==> config.mk <==
export PLATFORM = sky130hd
export DESIGN_NAME = csv_field_tokenizer_top_flat
export DESIGN_NICKNAME = d
export VERILOG_FILES = /design/src/sv/cft_pkg.sv /design/src/sv/cft_in_if.sv /design/src/sv/cft_out_if.sv /design/src/sv/cft_ram.sv /design/src/sv/cft_fifo.sv /design/src/sv/cft_front.sv /design/src/sv/cft_back.sv /design/src/sv/csv_field_tokenizer_top.sv /design/src/flat_wrapper.sv
export SDC_FILE = /design/constraint.sdc
export NUM_CORES = 1
export LEC_CHECK = 0
export ABC_AREA = 1
export BUFFER_PORTS_ARGS = -buffer_cell sky130_fd_sc_hd__buf_4
export CAP_MARGIN = 20
export CORE_MARGIN = 2
export CORE_UTILIZATION = 32
export DETAILED_ROUTE_END_ITERATION = 8
export GPL_TIMING_DRIVEN = 0
export HOLD_SLACK_MARGIN = 0.08
export PLACE_DENSITY_LB_ADDON = 0.3
export RECOVER_POWER = 50
export SLEW_MARGIN = 20
export SYNTH_ARGS = -nofsm -noshare
export SYNTH_HDL_FRONTEND = slang
export SYNTH_SLANG_ARGS = --single-unit
export TNS_END_PERCENT = 30
==> constraint.sdc <==
create_clock -name clk -period 4.3 [get_ports clk]
set_clock_uncertainty 0.2 [all_clocks]
set_input_delay 0.645 -clock clk [delete_from_list [all_inputs] [get_ports clk]]
set_output_delay 0.645 -clock clk [all_outputs]
set_load 0.01 [all_outputs]
==> src/sv/cft_pkg.sv <==
`timescale 1ns / 1ps

package cft_pkg;

    localparam logic [7:0] QUOTE_BYTE  = 8'd34;
    localparam logic [7:0] DELIM_RESET = 8'd44;
    localparam logic [7:0] SPACE_BYTE  = 8'd32;
    localparam logic [7:0] TAB_BYTE    = 8'd9;
    localparam logic [7:0] CR_BYTE     = 8'd13;

    // wide enough for a pending count up to the largest store depth (63)
    localparam int CNT_W       = 6;
    localparam int QUEUE_DEPTH = 4;

    // one command per input byte that causes results
    typedef struct packed {
        logic [CNT_W-1:0] flush_cnt;
        logic [7:0]       data;
        logic             byte_valid;
        logic             field_done;
        logic             line_done;
        logic             spaces_lost;
        logic             extra_line;
    } cmd_t;

    function automatic logic is_ws(input logic [7:0] c);
        is_ws = (c == SPACE_BYTE) || ((c >= TAB_BYTE) && (c <= CR_BYTE));
    endfunction

endpackage

==> src/sv/cft_in_if.sv <==
`timescale 1ns / 1ps

interface cft_in_if;
    logic       valid;
    logic       ready;
    logic [7:0] in_byte;
    logic       line_end;

    modport source (output valid, output in_byte, output line_end, input ready);
    modport sink (input valid, input in_byte, input line_end, output ready);
endinterface

==> src/sv/cft_out_if.sv <==
`timescale 1ns / 1ps

interface cft_out_if;
    logic       valid;
    logic       ready;
    logic [7:0] out_byte;
    logic       byte_valid;
    logic       field_done;
    logic       line_done;
    logic       last_of_run;
    logic       spaces_lost;

    modport source (
        output valid, output out_byte, output byte_valid, output field_done,
        output line_done, output last_of_run, output spaces_lost, input ready
    );
    modport sink (
        input valid, input out_byte, input byte_valid, input field_done,
        input line_done, input last_of_run, input spaces_lost, output ready
    );
endinterface

==> src/sv/cft_ram.sv <==
`timescale 1ns / 1ps

module cft_ram #(
    parameter int WIDTH = 8,
    parameter int DEPTH = 16,
    localparam int AW = (DEPTH > 1) ? $clog2(DEPTH) : 1
) (
    input  logic             clk,
    input  logic             wr_en,
    input  logic [AW-1:0]    wr_addr,
    input  logic [WIDTH-1:0] wr_data,
    input  logic [AW-1:0]    rd_addr,
    output logic [WIDTH-1:0] rd_data
);

    logic [WIDTH-1:0] mem_reg [DEPTH];
    logic [WIDTH-1:0] rd_data_reg;

    always_ff @(posedge clk)
    begin
        if (wr_en)
        begin
            mem_reg[wr_addr] <= wr_data;
        end
        rd_data_reg <= mem_reg[rd_addr];
    end

    assign rd_data = rd_data_reg;

endmodule

==> src/sv/cft_fifo.sv <==
`timescale 1ns / 1ps

module cft_fifo #(
    parameter int WIDTH = 8,
    parameter int DEPTH = 4,
    localparam int PW = $clog2(DEPTH)
) (
    input  logic             clk,
    input  logic             rst_n,
    input  logic             push,
    input  logic [WIDTH-1:0] wdata,
    input  logic             pop,
    output logic [WIDTH-1:0] rdata,
    output logic             full,
    output logic             empty
);

    logic [WIDTH-1:0] storage_reg [DEPTH];
    logic [PW:0]      wr_ptr_reg;
    logic [PW:0]      wr_ptr_next;
    logic [PW:0]      rd_ptr_reg;
    logic [PW:0]      rd_ptr_next;

    assign empty = (wr_ptr_reg == rd_ptr_reg);
    assign full  = (wr_ptr_reg[PW-1:0] == rd_ptr_reg[PW-1:0]) &&
                   (wr_ptr_reg[PW] != rd_ptr_reg[PW]);
    assign rdata = storage_reg[rd_ptr_reg[PW-1:0]];

    always_comb
    begin
        wr_ptr_next = wr_ptr_reg;
        rd_ptr_next = rd_ptr_reg;
        if (push)
        begin
            wr_ptr_next = wr_ptr_reg + (PW+1)'(1);
        end
        if (pop)
        begin
            rd_ptr_next = rd_ptr_reg + (PW+1)'(1);
        end
    end

    always_ff @(posedge clk or negedge rst_n)
    begin
        if (!rst_n)
        begin
            wr_ptr_reg <= '0;
            rd_ptr_reg <= '0;
        end
        else
        begin
            wr_ptr_reg <= wr_ptr_next;
            rd_ptr_reg <= rd_ptr_next;
        end
    end

    always_ff @(posedge clk)
    begin
        if (push)
        begin
            storage_reg[wr_ptr_reg[PW-1:0]] <= wdata;
        end
    end

endmodule

==> src/sv/cft_front.sv <==
`timescale 1ns / 1ps

module cft_front import cft_pkg::*; #(
    parameter int PENDING_DEPTH = 16,
    localparam int AW = (PENDING_DEPTH > 1) ? $clog2(PENDING_DEPTH) : 1,
    localparam int CW = $clog2(PENDING_DEPTH + 1)
) (
    input  logic          clk,
    input  logic          rst_n,
    input  logic          cfg_we,
    input  logic [7:0]    cfg_wdata,
    cft_in_if.sink        in_ch,
    input  logic          fifo_full,
    output logic          fifo_push,
    output cmd_t          fifo_wdata,
    output logic          st_wr_en,
    output logic [AW-1:0] st_wr_addr,
    output logic [7:0]    st_wr_data,
    input  logic          flush_done
);

    logic [7:0]    delim_reg;
    logic          in_quotes_reg;
    logic          in_quotes_next;
    logic          quote_seen_reg;
    logic          quote_seen_next;
    logic          started_reg;
    logic          started_next;
    logic [CW-1:0] count_reg;
    logic [CW-1:0] count_next;
    logic          ovf_reg;
    logic          ovf_next;
    logic          flush_busy_reg;
    logic          flush_busy_next;

    logic [7:0] c;
    logic       le;
    logic       is_q;
    logic       is_d;
    logic       ws;
    logic       do_content;
    logic       do_delim;
    logic       byte_out;
    logic       wr_need;
    logic       ovf_set;
    logic       ovf_now;
    logic       need_push;
    logic       accept;

    assign c    = in_ch.in_byte;
    assign le   = in_ch.line_end;
    assign is_q = (c == QUOTE_BYTE);
    assign is_d = (c == delim_reg);
    assign ws   = is_ws(c);

    // quote handling with one byte of lookahead after a quote inside a span
    always_comb
    begin
        do_content      = 1'b0;
        do_delim        = 1'b0;
        in_quotes_next  = in_quotes_reg;
        quote_seen_next = quote_seen_reg;
        if (in_quotes_reg)
        begin
            if (quote_seen_reg)
            begin
                quote_seen_next = 1'b0;
                if (is_q)
                begin
                    do_content = 1'b1;
                end
                else
                begin
                    in_quotes_next = 1'b0;
                    if (is_d)
                    begin
                        do_delim = 1'b1;
                    end
                    else
                    begin
                        do_content = 1'b1;
                    end
                end
            end
            else if (is_q)
            begin
                quote_seen_next = 1'b1;
            end
            else
            begin
                do_content = 1'b1;
            end
        end
        else if (is_q)
        begin
            in_quotes_next = 1'b1;
        end
        else if (is_d)
        begin
            do_delim = 1'b1;
        end
        else
        begin
            do_content = 1'b1;
        end
    end

    assign byte_out  = do_content && !ws;
    assign wr_need   = do_content && ws && started_reg && (count_reg < CW'(PENDING_DEPTH));
    assign ovf_set   = do_content && ws && started_reg && (count_reg == CW'(PENDING_DEPTH));
    assign ovf_now   = ovf_reg || ovf_set;
    assign need_push = byte_out || do_delim || le;

    // the store may not be refilled while the back still reads an earlier run
    assign in_ch.ready = !fifo_full && !(wr_need && flush_busy_reg);
    assign accept      = in_ch.valid && in_ch.ready;
    assign fifo_push   = accept && need_push;

    always_comb
    begin
        fifo_wdata.flush_cnt   = byte_out ? CNT_W'(count_reg) : '0;
        fifo_wdata.data        = c;
        fifo_wdata.byte_valid  = byte_out;
        fifo_wdata.field_done  = do_delim || le;
        fifo_wdata.line_done   = le && !do_delim;
        fifo_wdata.spaces_lost = (do_delim || le) && ovf_now;
        fifo_wdata.extra_line  = le && do_delim;
    end

    assign st_wr_en   = accept && wr_need;
    assign st_wr_addr = count_reg[AW-1:0];
    assign st_wr_data = c;

    always_comb
    begin
        started_next    = started_reg;
        count_next      = count_reg;
        ovf_next        = ovf_reg;
        flush_busy_next = flush_busy_reg;
        if (flush_done)
        begin
            flush_busy_next = 1'b0;
        end
        if (fifo_push && byte_out && (count_reg != '0))
        begin
            flush_busy_next = 1'b1;
        end
        if (byte_out)
        begin
            count_next   = '0;
            started_next = 1'b1;
        end
        if (wr_need)
        begin
            count_next = count_reg + CW'(1);
        end
        if (ovf_set)
        begin
            ovf_next = 1'b1;
        end
        if (do_delim || le)
        begin
            started_next = 1'b0;
            count_next   = '0;
            ovf_next     = 1'b0;
        end
    end

    always_ff @(posedge clk or negedge rst_n)
    begin
        if (!rst_n)
        begin
            delim_reg      <= DELIM_RESET;
            in_quotes_reg  <= 1'b0;
            quote_seen_reg <= 1'b0;
            started_reg    <= 1'b0;
            count_reg      <= '0;
            ovf_reg        <= 1'b0;
            flush_busy_reg <= 1'b0;
        end
        else
        begin
            if (cfg_we)
            begin
                delim_reg <= cfg_wdata;
            end
            flush_busy_reg <= flush_busy_next;
            if (accept)
            begin
                in_quotes_reg  <= le ? 1'b0 : in_quotes_next;
                quote_seen_reg <= le ? 1'b0 : quote_seen_next;
                started_reg    <= started_next;
                count_reg      <= count_next;
                ovf_reg        <= ovf_next;
            end
        end
    end

endmodule

==> src/sv/cft_back.sv <==
`timescale 1ns / 1ps

module cft_back import cft_pkg::*; #(
    parameter int PENDING_DEPTH = 16,
    localparam int AW = (PENDING_DEPTH > 1) ? $clog2(PENDING_DEPTH) : 1
) (
    input  logic          clk,
    input  logic          rst_n,
    input  logic          fifo_empty,
    input  cmd_t          fifo_rdata,
    output logic          fifo_pop,
    output logic [AW-1:0] rd_addr,
    input  logic [7:0]    rd_data,
    output logic          flush_done,
    cft_out_if.source     out_ch
);

    typedef enum logic [4:0] {
        BK_IDLE  = 5'b00001,
        BK_READ  = 5'b00010,
        BK_EMIT  = 5'b00100,
        BK_MAIN  = 5'b01000,
        BK_EXTRA = 5'b10000
    } back_state_t;

    back_state_t      state_reg;
    back_state_t      state_next;
    cmd_t             cmd_reg;
    cmd_t             cmd_next;
    logic [CNT_W-1:0] idx_reg;
    logic [CNT_W-1:0] idx_next;
    logic [CNT_W-1:0] idx_inc;

    logic       out_valid_reg;
    logic       out_valid_next;
    logic [7:0] out_byte_reg;
    logic       byte_valid_reg;
    logic       field_done_reg;
    logic       line_done_reg;
    logic       last_reg;
    logic       spaces_lost_reg;

    logic       slot_free;
    logic       load;
    logic [7:0] n_byte;
    logic       n_bv;
    logic       n_fd;
    logic       n_ld;
    logic       n_last;
    logic       n_sl;

    assign slot_free = !out_valid_reg || out_ch.ready;
    assign idx_inc   = idx_reg + CNT_W'(1);
    assign rd_addr   = idx_reg[AW-1:0];

    always_comb
    begin
        state_next = state_reg;
        cmd_next   = cmd_reg;
        idx_next   = idx_reg;
        fifo_pop   = 1'b0;
        flush_done = 1'b0;
        load       = 1'b0;
        n_byte     = 8'd0;
        n_bv       = 1'b0;
        n_fd       = 1'b0;
        n_ld       = 1'b0;
        n_last     = 1'b0;
        n_sl       = 1'b0;
        unique case (state_reg)
            BK_IDLE:
            begin
                if (!fifo_empty)
                begin
                    fifo_pop   = 1'b1;
                    cmd_next   = fifo_rdata;
                    idx_next   = '0;
                    state_next = (fifo_rdata.flush_cnt != '0) ? BK_READ : BK_MAIN;
                end
            end
            BK_READ:
            begin
                state_next = BK_EMIT;
            end
            BK_EMIT:
            begin
                // read data stays put since the address holds until the transfer
                if (slot_free)
                begin
                    load     = 1'b1;
                    n_byte   = rd_data;
                    n_bv     = 1'b1;
                    idx_next = idx_inc;
                    if (idx_inc == cmd_reg.flush_cnt)
                    begin
                        flush_done = 1'b1;
                        state_next = BK_MAIN;
                    end
                    else
                    begin
                        state_next = BK_READ;
                    end
                end
            end
            BK_MAIN:
            begin
                if (slot_free)
                begin
                    load       = 1'b1;
                    n_byte     = cmd_reg.byte_valid ? cmd_reg.data : 8'd0;
                    n_bv       = cmd_reg.byte_valid;
                    n_fd       = cmd_reg.field_done;
                    n_ld       = cmd_reg.line_done;
                    n_sl       = cmd_reg.spaces_lost;
                    n_last     = !cmd_reg.extra_line;
                    state_next = cmd_reg.extra_line ? BK_EXTRA : BK_IDLE;
                end
            end
            BK_EXTRA:
            begin
                // empty last field after a delimiter that closes the line
                if (slot_free)
                begin
                    load       = 1'b1;
                    n_fd       = 1'b1;
                    n_ld       = 1'b1;
                    n_last     = 1'b1;
                    state_next = BK_IDLE;
                end
            end
            default:
            begin
                state_next = BK_IDLE;
            end
        endcase
    end

    always_comb
    begin
        out_valid_next = out_valid_reg;
        if (load)
        begin
            out_valid_next = 1'b1;
        end
        else if (out_ch.ready)
        begin
            out_valid_next = 1'b0;
        end
    end

    always_ff @(posedge clk or negedge rst_n)
    begin
        if (!rst_n)
        begin
            state_reg     <= BK_IDLE;
            out_valid_reg <= 1'b0;
        end
        else
        begin
            state_reg     <= state_next;
            out_valid_reg <= out_valid_next;
        end
    end

    always_ff @(posedge clk)
    begin
        cmd_reg <= cmd_next;
        idx_reg <= idx_next;
        if (load)
        begin
            out_byte_reg    <= n_byte;
            byte_valid_reg  <= n_bv;
            field_done_reg  <= n_fd;
            line_done_reg   <= n_ld;
            last_reg        <= n_last;
            spaces_lost_reg <= n_sl;
        end
    end

    assign out_ch.valid       = out_valid_reg;
    assign out_ch.out_byte    = out_byte_reg;
    assign out_ch.byte_valid  = byte_valid_reg;
    assign out_ch.field_done  = field_done_reg;
    assign out_ch.line_done   = line_done_reg;
    assign out_ch.last_of_run = last_reg;
    assign out_ch.spaces_lost = spaces_lost_reg;

endmodule

==> src/sv/csv_field_tokenizer_top.sv <==
`timescale 1ns / 1ps

// csv field tokenizer: one byte of a csv line per input transfer on in_ch,
// with line_end set on the line's last byte. out_ch gives the trimmed
// field bytes, each result carrying field_done, line_done, last_of_run and
// spaces_lost. A byte may cause no result or up to PENDING_DEPTH+1 results.
// cfg_we/cfg_wdata set the delimiter byte (comma after reset); write it
// only while the block is idle.
// The front classifies each byte in the cycle it is taken and queues at most one
// command; the back sequencer turns commands into results through a
// single output register.
// A result passes through the command queue, the back's command register
// and the output register. The back returns to idle after each command,
// and each flushed whitespace byte passes a read and an emit state
// (registered read of the pending store). Input is taken every cycle while
// the 4-entry command queue has room; a byte that adds to the pending store
// waits until the back has read out the previous run of whitespace.
// Reset clears quote state, field state, the queue and the output; the
// pending store itself is not cleared. When out_ch stalls, the output
// register holds, the queue fills and then in_ch.ready drops.
module csv_field_tokenizer_top import cft_pkg::*; #(
    parameter int PENDING_DEPTH = 16
) (
    input  logic       clk,
    input  logic       rst_n,
    input  logic       cfg_we,
    input  logic [7:0] cfg_wdata,
    cft_in_if.sink     in_ch,
    cft_out_if.source  out_ch
);

    localparam int AW = (PENDING_DEPTH > 1) ? $clog2(PENDING_DEPTH) : 1;

    logic          fifo_push;
    logic          fifo_pop;
    logic          fifo_full;
    logic          fifo_empty;
    cmd_t          fifo_wdata;
    cmd_t          fifo_rdata;
    logic          st_wr_en;
    logic [AW-1:0] st_wr_addr;
    logic [7:0]    st_wr_data;
    logic [AW-1:0] st_rd_addr;
    logic [7:0]    st_rd_data;
    logic          flush_done;

    cft_front #(
        .PENDING_DEPTH(PENDING_DEPTH)
    ) u_front (
        .clk        (clk),
        .rst_n      (rst_n),
        .cfg_we     (cfg_we),
        .cfg_wdata  (cfg_wdata),
        .in_ch      (in_ch),
        .fifo_full  (fifo_full),
        .fifo_push  (fifo_push),
        .fifo_wdata (fifo_wdata),
        .st_wr_en   (st_wr_en),
        .st_wr_addr (st_wr_addr),
        .st_wr_data (st_wr_data),
        .flush_done (flush_done)
    );

    cft_fifo #(
        .WIDTH($bits(cmd_t)),
        .DEPTH(QUEUE_DEPTH)
    ) u_fifo (
        .clk   (clk),
        .rst_n (rst_n),
        .push  (fifo_push),
        .wdata (fifo_wdata),
        .pop   (fifo_pop),
        .rdata (fifo_rdata),
        .full  (fifo_full),
        .empty (fifo_empty)
    );

    cft_ram #(
        .WIDTH(8),
        .DEPTH(PENDING_DEPTH)
    ) u_store (
        .clk     (clk),
        .wr_en   (st_wr_en),
        .wr_addr (st_wr_addr),
        .wr_data (st_wr_data),
        .rd_addr (st_rd_addr),
        .rd_data (st_rd_data)
    );

    cft_back #(
        .PENDING_DEPTH(PENDING_DEPTH)
    ) u_back (
        .clk        (clk),
        .rst_n      (rst_n),
        .fifo_empty (fifo_empty),
        .fifo_rdata (fifo_rdata),
        .fifo_pop   (fifo_pop),
        .rd_addr    (st_rd_addr),
        .rd_data    (st_rd_data),
        .flush_done (flush_done),
        .out_ch     (out_ch)
    );

    a_no_push_full: assert property (@(posedge clk) disable iff (!rst_n)
        fifo_push |-> !fifo_full)
        else $error("command pushed into a full queue");

    a_no_pop_empty: assert property (@(posedge clk) disable iff (!rst_n)
        fifo_pop |-> !fifo_empty)
        else $error("command popped from an empty queue");

    a_no_write_at_flush_end: assert property (@(posedge clk) disable iff (!rst_n)
        flush_done |-> !st_wr_en)
        else $error("pending store written while its run is still read");

    a_empty_byte_zero: assert property (@(posedge clk) disable iff (!rst_n)
        (out_ch.valid && !out_ch.byte_valid) |-> (out_ch.out_byte == 8'd0))
        else $error("result without a byte carries a nonzero byte");

    a_lost_at_field_end: assert property (@(posedge clk) disable iff (!rst_n)
        (out_ch.valid && out_ch.spaces_lost) |-> out_ch.field_done)
        else $error("spaces_lost set outside a field end");

endmodule
==> src/flat_wrapper.sv <==
// flat-port wrapper written by rule: the top's interface ports become plain ports
module csv_field_tokenizer_top_flat import cft_pkg::*;
#(
    parameter int PENDING_DEPTH = 16
)
  (clk, rst_n, cfg_we, cfg_wdata, in_ch_valid, in_ch_in_byte, in_ch_line_end, in_ch_ready, out_ch_valid, out_ch_out_byte, out_ch_byte_valid, out_ch_field_done, out_ch_line_done, out_ch_last_of_run, out_ch_spaces_lost, out_ch_ready);
  cft_in_if in_ch_i ();
  cft_out_if out_ch_i ();
  input  logic clk;
  input  logic rst_n;
  input  logic cfg_we;
  input  logic [7:0] cfg_wdata;
  input wire logic [$bits(in_ch_i.valid)-1:0] in_ch_valid;
  input wire logic [$bits(in_ch_i.in_byte)-1:0] in_ch_in_byte;
  input wire logic [$bits(in_ch_i.line_end)-1:0] in_ch_line_end;
  output wire logic [$bits(in_ch_i.ready)-1:0] in_ch_ready;
  output wire logic [$bits(out_ch_i.valid)-1:0] out_ch_valid;
  output wire logic [$bits(out_ch_i.out_byte)-1:0] out_ch_out_byte;
  output wire logic [$bits(out_ch_i.byte_valid)-1:0] out_ch_byte_valid;
  output wire logic [$bits(out_ch_i.field_done)-1:0] out_ch_field_done;
  output wire logic [$bits(out_ch_i.line_done)-1:0] out_ch_line_done;
  output wire logic [$bits(out_ch_i.last_of_run)-1:0] out_ch_last_of_run;
  output wire logic [$bits(out_ch_i.spaces_lost)-1:0] out_ch_spaces_lost;
  input wire logic [$bits(out_ch_i.ready)-1:0] out_ch_ready;
  assign in_ch_i.valid = in_ch_valid;
  assign in_ch_i.in_byte = in_ch_in_byte;
  assign in_ch_i.line_end = in_ch_line_end;
  assign in_ch_ready = in_ch_i.ready;
  assign out_ch_valid = out_ch_i.valid;
  assign out_ch_out_byte = out_ch_i.out_byte;
  assign out_ch_byte_valid = out_ch_i.byte_valid;
  assign out_ch_field_done = out_ch_i.field_done;
  assign out_ch_line_done = out_ch_i.line_done;
  assign out_ch_last_of_run = out_ch_i.last_of_run;
  assign out_ch_spaces_lost = out_ch_i.spaces_lost;
  assign out_ch_i.ready = out_ch_ready;
  csv_field_tokenizer_top #(.PENDING_DEPTH(PENDING_DEPTH)) u_core (.clk(clk), .rst_n(rst_n), .cfg_we(cfg_we), .cfg_wdata(cfg_wdata), .in_ch(in_ch_i), .out_ch(out_ch_i));
endmodule
==> results.sh, run 1 <==
export IMPL_outcome="finished, violations left"
export IMPL_failed_checks="capacitance limit, slew limit"
export IMPL_switching_share=0.3519
export IMPL_worstHoldStart="cfg_wdata[4]"
export IMPL_drcViolationCount=0
export IMPL_insertion_delay_ns=0.55
export IMPL_port_buffer_count=35
export IMPL_p_sw_w=0.002896
export IMPL_io_pins=37
export IMPL_synth_top_cell_area_share=0.6256
export IMPL_maxSlewHeadroom=-0.2652
export IMPL_timing_rr_start="u_core.u_fifo.rd_ptr_reg[0]$_DFFE_PN0P_"
export IMPL_synthFlopType="edfxtp_1"
export IMPL_p_comb_frac=0.286
export IMPL_vdd_drop_max_uv=380.6
export IMPL_postSynth_asyncResetShare=0.1091
export IMPL_holdPathStages=3
export IMPL_core_area_um2=35310
export IMPL_grt_pass1_wl_um=42100
export IMPL_syn_nets=970
export IMPL_p_int_w=0.005334
export IMPL_final_nets=1041
export IMPL_slew_viol_final=31
export IMPL_fin_crit_ns=3.724
export IMPL_hold_end="u_core.u_front.delim_reg[4]$_DFFE_PN0P_"
export IMPL_yosysUniqueCellTypes=51
export IMPL_max_clock_freq_mhz=268.5
export IMPL_endpoint_kind="output pin"
export IMPL_grt_use_total=0.1495
export IMPL_start_util=0.3222
export IMPL_cts_sinks=275
export IMPL_hpwl_um=18160
export IMPL_reg2reg_to="u_core.u_store.mem_reg[15][1]$_DFFE_PP_"
export IMPL_area_growth_pct=15.40
export IMPL_worstPathRequired_ns=3.45
export IMPL_first_iter_violations=686
export IMPL_grt_max_degree=31
export IMPL_tns_ns=0
export IMPL_yosys_warnings=0
export IMPL_p_per_area_nw_per_um2=627.0
export IMPL_power_leakage_nw=4.694
export IMPL_cp_arrival_ns=2.88
export IMPL_rsz0062_at_grt="no"
export IMPL_final_antenna_net_count=0
export IMPL_postRouteWirelength_um=27200
export IMPL_hold_viol_final=0
export IMPL_grt_pass1_vias=7080
export IMPL_htreeDepth=1
export IMPL_dr_pass1_iters=5
export IMPL_ctsResizeCount=0
export IMPL_gp_congestion=0.7963
export IMPL_num_fill_cells=3376
export IMPL_yosysSeqAreaShare=0.7061
export IMPL_cts_root_buffer="clkbuf_16"
export IMPL_synth_edf_count=237
export IMPL_synth_area_leaders="edfxtp_1 (63%), dfrtp_1 (5.7%), nand2_1 (5.3%), o21ai_0 (3.6%), nor2_1 (3.3%)"
export IMPL_synth_cell_area_um2=11380
export IMPL_largest_register_ff_count=128
export IMPL_die_height_um=192.5
export IMPL_grt_ovfl_total=0
export IMPL_die_area_um2=37070
export IMPL_cts_tree="built"
export IMPL_crit_path_start_kind="input port"
export IMPL_antenna_found_initial=0
export IMPL_cts_reportedPaths_clkPinSlew_ns=0.06
export IMPL_avgSynthCellArea_um2=12.13
export IMPL_drive_gt1_frac=0.1086
export IMPL_critical_path_class="input port to output pin"
export IMPL_synth_largest_area_cell="edfxtp_1"
export IMPL_vias=7270
export IMPL_power_w=0.008231
export IMPL_die_w_um=192.5
export IMPL_setup_viol=0
export IMPL_wl_per_cell_um=18.23
export IMPL_synthesis_instances=938
export IMPL_synth_seq_cells=275
export IMPL_n_antenna_cell=0
export IMPL_p_seq_frac=0.435
export IMPL_fin_crit_sh=0.8661
export IMPL_clockBufferDepth=3
export IMPL_tightest_slew_ns=1.898
export IMPL_hp_class="input port to register"
export IMPL_vias_per_cell=4.873
export IMPL_p_clk_frac=0.279
export IMPL_cts_buffers=29
export IMPL_reg2reg_depth=7
export IMPL_worstPathMaxFanout=23
export IMPL_rrSetupSlack_ns=1.22
export IMPL_drv_cap=1
export IMPL_rows=69
[routing by layer]
metal | vias up | share of wire | GRT usage
li1 | 3478 | - | -
met1 | 3548 | 0.47 | 0.2162
met2 | 211 | 0.45 | 0.2381
met3 | 33 | 0.063 | 0.02055
met4 | 0 | 0.018 | 0.03582
met5 | - | 0 | 0
[cell usage after synthesis, drive strengths merged (2+ instances only)]
master,n
edfxtp,237
nand2,166
nor2,104
o21ai,86
inv,71
nand3,32
clkbuf,31
a21oi,29
dfrtp,26
o22ai,24
nor3,19
nand4,17
ha,10
xnor2,10
a221oi,9
a32o,9
dfxtp,8
o221ai,7
buf,6
o21bai,5
xor2,5
clkinv,4
dfstp,4
mux2,3
or2,3
a21boi,2
and2,2
nand3b,2
o21a,2
[cell families (layout without fill, tap and decap cells)]
logic type                 Yosys count  count (layout)  synth area share
xor gates and xnor gates            15              15           0.01155
adders and majority gates           10              10           0.01100
buffers and inverters              112             205           0.03849
AOI/OAI and AO/OA                  176             176           0.09316
DFF                                275             275            0.7061
muxes                                3               3          0.002969
and+or+nand+nor                    347             347            0.1367
[cell usage in the layout, fill, tap and decap left out, drive strengths merged, types with 10 or more instances in the layout]
| cell type | synthesis | routed |
|---|---|---|
| nand2 | 166 | 166 |
| nor3 | 19 | 19 |
| xnor2 | 10 | 10 |
| edfxtp | 237 | 237 |
| a21oi | 29 | 29 |
| o22ai | 24 | 24 |
| dfrtp | 26 | 26 |
| buf | 6 | 26 |
| nor2 | 104 | 104 |
| clkinv | 4 | 15 |
| ha | 10 | 10 |
| inv | 71 | 73 |
| clkbuf | 31 | 85 |
| nand4 | 17 | 17 |
| o21ai | 86 | 86 |
| nand3 | 32 | 32 |
[area by class of cell]
cell class,instances,area [um^2],share of cell area
multi-input cells,551,2955,0.2251
clock inverters,18,123.9,0.009436
well taps,461,576.8,0.04394
clock buffers,35,748.2,0.05700
repair buffers,40,254.0,0.01935
flip-flops and latches,275,8033,0.6119
plain buffers,37,150.1,0.01144
inverters,75,286.5,0.02183
[worst max-delay path by stage]
| stage | endpoint | start | cells after the start | slack (ns) |
|---|---|---|---|---|
| floorplan | u_core.u_fifo.storage_reg[0][0]$_DFFE_PP_ | in_ch_in_byte[6] | 10 | 1.24 |
| global placement | u_core.u_fifo.storage_reg[0][8]$_DFFE_PP_ | in_ch_in_byte[6] | 12 | 0.03 |
| detailed placement | u_core.u_store.mem_reg[4][2]$_DFFE_PP_ | in_ch_in_byte[5] | 13 | 0.59 |
| CTS | in_ch_ready | u_core.u_fifo.rd_ptr_reg[0]$_DFFE_PN0P_ | 7 | 0.96 |
| global route | u_core.u_fifo.storage_reg[2][11]$_DFFE_PP_ | in_ch_in_byte[5] | 13 | 0.42 |
| finish | in_ch_ready | in_ch_in_byte[5] | 12 | 0.58 |
[stage by stage]
stage	util	hold slack (ns)	setup slack, ns	instances	area (um^2)
2_1_floorplan	-	0.1494	1.243	938	11380
3_3_place_gp	0.3459	0.2656	0.02707	1434	12220
6_report	0.3718	0.1153	0.5756	1492	13130
4_1_cts	0.3739	0.1019	0.9557	1492	13200
3_5_place_dp	0.3489	0.2660	0.5876	1438	12320
5_1_grt	0.3718	0.1075	0.4167	1492	13130
[power groups by stage]
stage	Sequential (W)	Combinational (W)	Clock (W)
after CTS	0.00359	0.00236	0.00234
after global routing	0.00362	0.00262	0.00244
after floorplan	0.00357	0.00145	0
after detailed placement	0.00364	0.00235	0
final	0.00358	0.00235	0.00229
after global placement	0.00364	0.00229	0
[worst max-delay path, stage by stage]
cell	delay, ns
clkbuf_1	0.80
inv_1	0.14
nor2_1	0.12
and2_4	0.18
nand2_1	0.08
nand2_1	0.11
nand3_1	0.12
nand2_4	0.12
nand4_2	0.20
nand2_1	0.15
inv_1	0.05
buf_4	0.14
[repair_timing]
item,CTS,global route
hold buffers,1,0
setup buffers,0,0
endpoints found under the hold margin,26,0
No activity file was read; power rests on OpenSTA's default activity.
==> run 2, diff against run 1 <==
PLACE_DENSITY_LB_ADDON = 0.2   (was 0.3)
==> results.sh, run 2 (synthesized netlist as in run 1, its figures left out) <==
export IMPL_io_pins=37
export IMPL_place_inst=1439
export IMPL_htreeDepth=1
export IMPL_maxSlewHeadroom=-0.3439
export IMPL_die_height_um=192.5
export IMPL_n_antenna_cell=0
export IMPL_dr_pass1_iters=5
export IMPL_grt_max_degree=31
export IMPL_area_growth_pct=16.08
export IMPL_rows=69
export IMPL_rsz0062_at_grt="no"
export IMPL_die_area_um2=37070
export IMPL_worstPathRequired_ns=4.36
export IMPL_fin_crit_sh=0.8296
export IMPL_clockBufferDepth=3
export IMPL_worstPathMaxFanout=24
export IMPL_final_cell_mix="edfxtp_1 (237), nand2_1 (161), nor2_1 (95)"
export IMPL_core_area_um2=35310
export IMPL_hp_class="input port to register"
export IMPL_final_common_cell="edfxtp_1"
export IMPL_holdPathStages=3
export IMPL_crit_path_start_kind="input port"
export IMPL_insertion_delay_ns=0.55
export IMPL_cts_tree="built"
export IMPL_antenna_found_initial=0
export IMPL_grt_pass1_vias=6982
export IMPL_final_nets=1044
export IMPL_start_util=0.3222
export IMPL_power_leakage_nw=4.755
export IMPL_slew_viol_final=31
export IMPL_endpoint_kind="register"
export IMPL_fin_ws_ns=0.7326
export IMPL_fin_crit_ns=3.567
export IMPL_dp_slack_ns=0.6625
export IMPL_failed_checks="capacitance limit, slew limit"
export IMPL_reg2reg_depth=13
export IMPL_cts_buffers=31
export IMPL_grt_pass1_wl_um=43050
export IMPL_drcViolationCount=0
export IMPL_cts_reportedPaths_clkPinSlew_ns=0.06
export IMPL_hpwl_um=18860
export IMPL_vias=7285
export IMPL_drv_cap=1
export IMPL_grt_ovfl_total=0
export IMPL_die_w_um=192.5
export IMPL_p_per_area_nw_per_um2=635.1
export IMPL_wl_per_cell_um=19.10
export IMPL_cts_sinks=275
export IMPL_postRouteWirelength_um=28580
export IMPL_grt_use_total=0.1556
export IMPL_cts_root_buffer="clkbuf_16"
export IMPL_hold_viol_final=0
export IMPL_largest_register_ff_count=128
export IMPL_vdd_drop_max_uv=315.0
export IMPL_tightest_slew_ns=2.016
export IMPL_critical_path_class="input port to register"
export IMPL_outcome="finished, violations left"
export IMPL_instances_no_fill=1496
export IMPL_gp_congestion=0.7542
export IMPL_cp_arrival_ns=3.62
export IMPL_max_clock_freq_mhz=280.3
export IMPL_first_iter_violations=588
export IMPL_port_buffer_count=35
export IMPL_vias_per_cell=4.870
export IMPL_final_antenna_net_count=0
export IMPL_postCtsSetupBuffers=0
export IMPL_setup_viol=0
export IMPL_drive_gt1_frac=0.1169
==> run 2: worst paths after layout <==
kind	from	endpoint	slack, ns
setup / recovery	in_ch_in_byte[4]	u_core.u_fifo.storage_reg[2][12]$_DFFE_PP_	0.73
hold / removal	cfg_wdata[0]	u_core.u_front.delim_reg[0]$_DFFE_PN0P_	0.11
setup reg to reg	u_core.u_front.delim_reg[5]$_DFFE_PN1P_	u_core.u_fifo.storage_reg[2][12]$_DFFE_PP_	1.23
hold reg to reg	u_core.u_front.ovf_reg$_DFFE_PN0P_	u_core.u_front.ovf_reg$_DFFE_PN0P_	0.29
max in group asynchronous	rst_n	u_core.u_front.delim_reg[7]$_DFFE_PN0P_	1.72
min in group asynchronous	rst_n	u_core.u_back.out_ch.valid$_DFFE_PN0P_	1.01
==> run 2: final cells by class <==
type | count | area [um^2]
sequential | 275 | 8033
tap | 461 | 576.8
multi-input combinational | 551 | 2968
clock buffer | 41 | 853.3
inverter | 75 | 286.5
buffer | 37 | 150.1
timing repair buffer | 41 | 261.5
clock inverter | 15 | 76.32
fill | 3397 | 22110
==> run 2: where the power goes <==
| part | leakage [nW] | total [W] | internal [W] | switching [W] |
|---|---|---|---|---|
| Sequential | 2.62 | 0.00358 | 0.00339 | 0.000185 |
| Clock | 0.466 | 0.00242 | 0.00138 | 0.00104 |
| Combinational | 1.67 | 0.00239 | 0.000642 | 0.00175 |
==> run 2: critical path, cell delays in order <==
cell	delay, ns
clkbuf_1	0.79
nand2_1	0.12
nand2_1	0.10
nand2_1	0.05
nor2_1	0.11
nand2_1	0.10
inv_1	0.08
nand2_1	0.07
nand2_2	0.15
inv_2	0.09
nand2_2	0.12
nand4_2	0.29
nor2_2	0.62
buf_6	0.24
==> run 2: routing by layer <==
| metal | up-vias | wire (um) | track usage |
|---|---|---|---|
| met1 | 3532 | 13560 | 0.2268 |
| met4 | 0 | 550 | 0.04198 |
| met5 | - | 0 | 0 |
| met2 | 218 | 12860 | 0.2449 |
| li1 | 3496 | - | - |
| met3 | 39 | 1608 | 0.01946 |
==> run 2: timing repair <==
action | CTS | global route
resized for setup | 0 | 0
hold buffers | 1 | 0
hold endpoints to repair | 26 | 0
==> run 2: per-stage QoR <==
step | hold WS (ns) | power, W | setup TNS [ns] | utilization | instance area, um^2
global route | 0.1033 | 0.008828 | 0 | 0.3740 | 13210
finish | 0.1078 | 0.008386 | 0 | 0.3740 | 13210
CTS | 0.08111 | 0.008455 | 0 | 0.3759 | 13270
detailed placement | 0.2766 | 0.006032 | 0 | 0.3493 | 12330
floorplan | 0.1494 | 0.005024 | 0 | - | 11380
global placement | 0.2672 | 0.005981 | -1.702 | 0.3459 | 12220
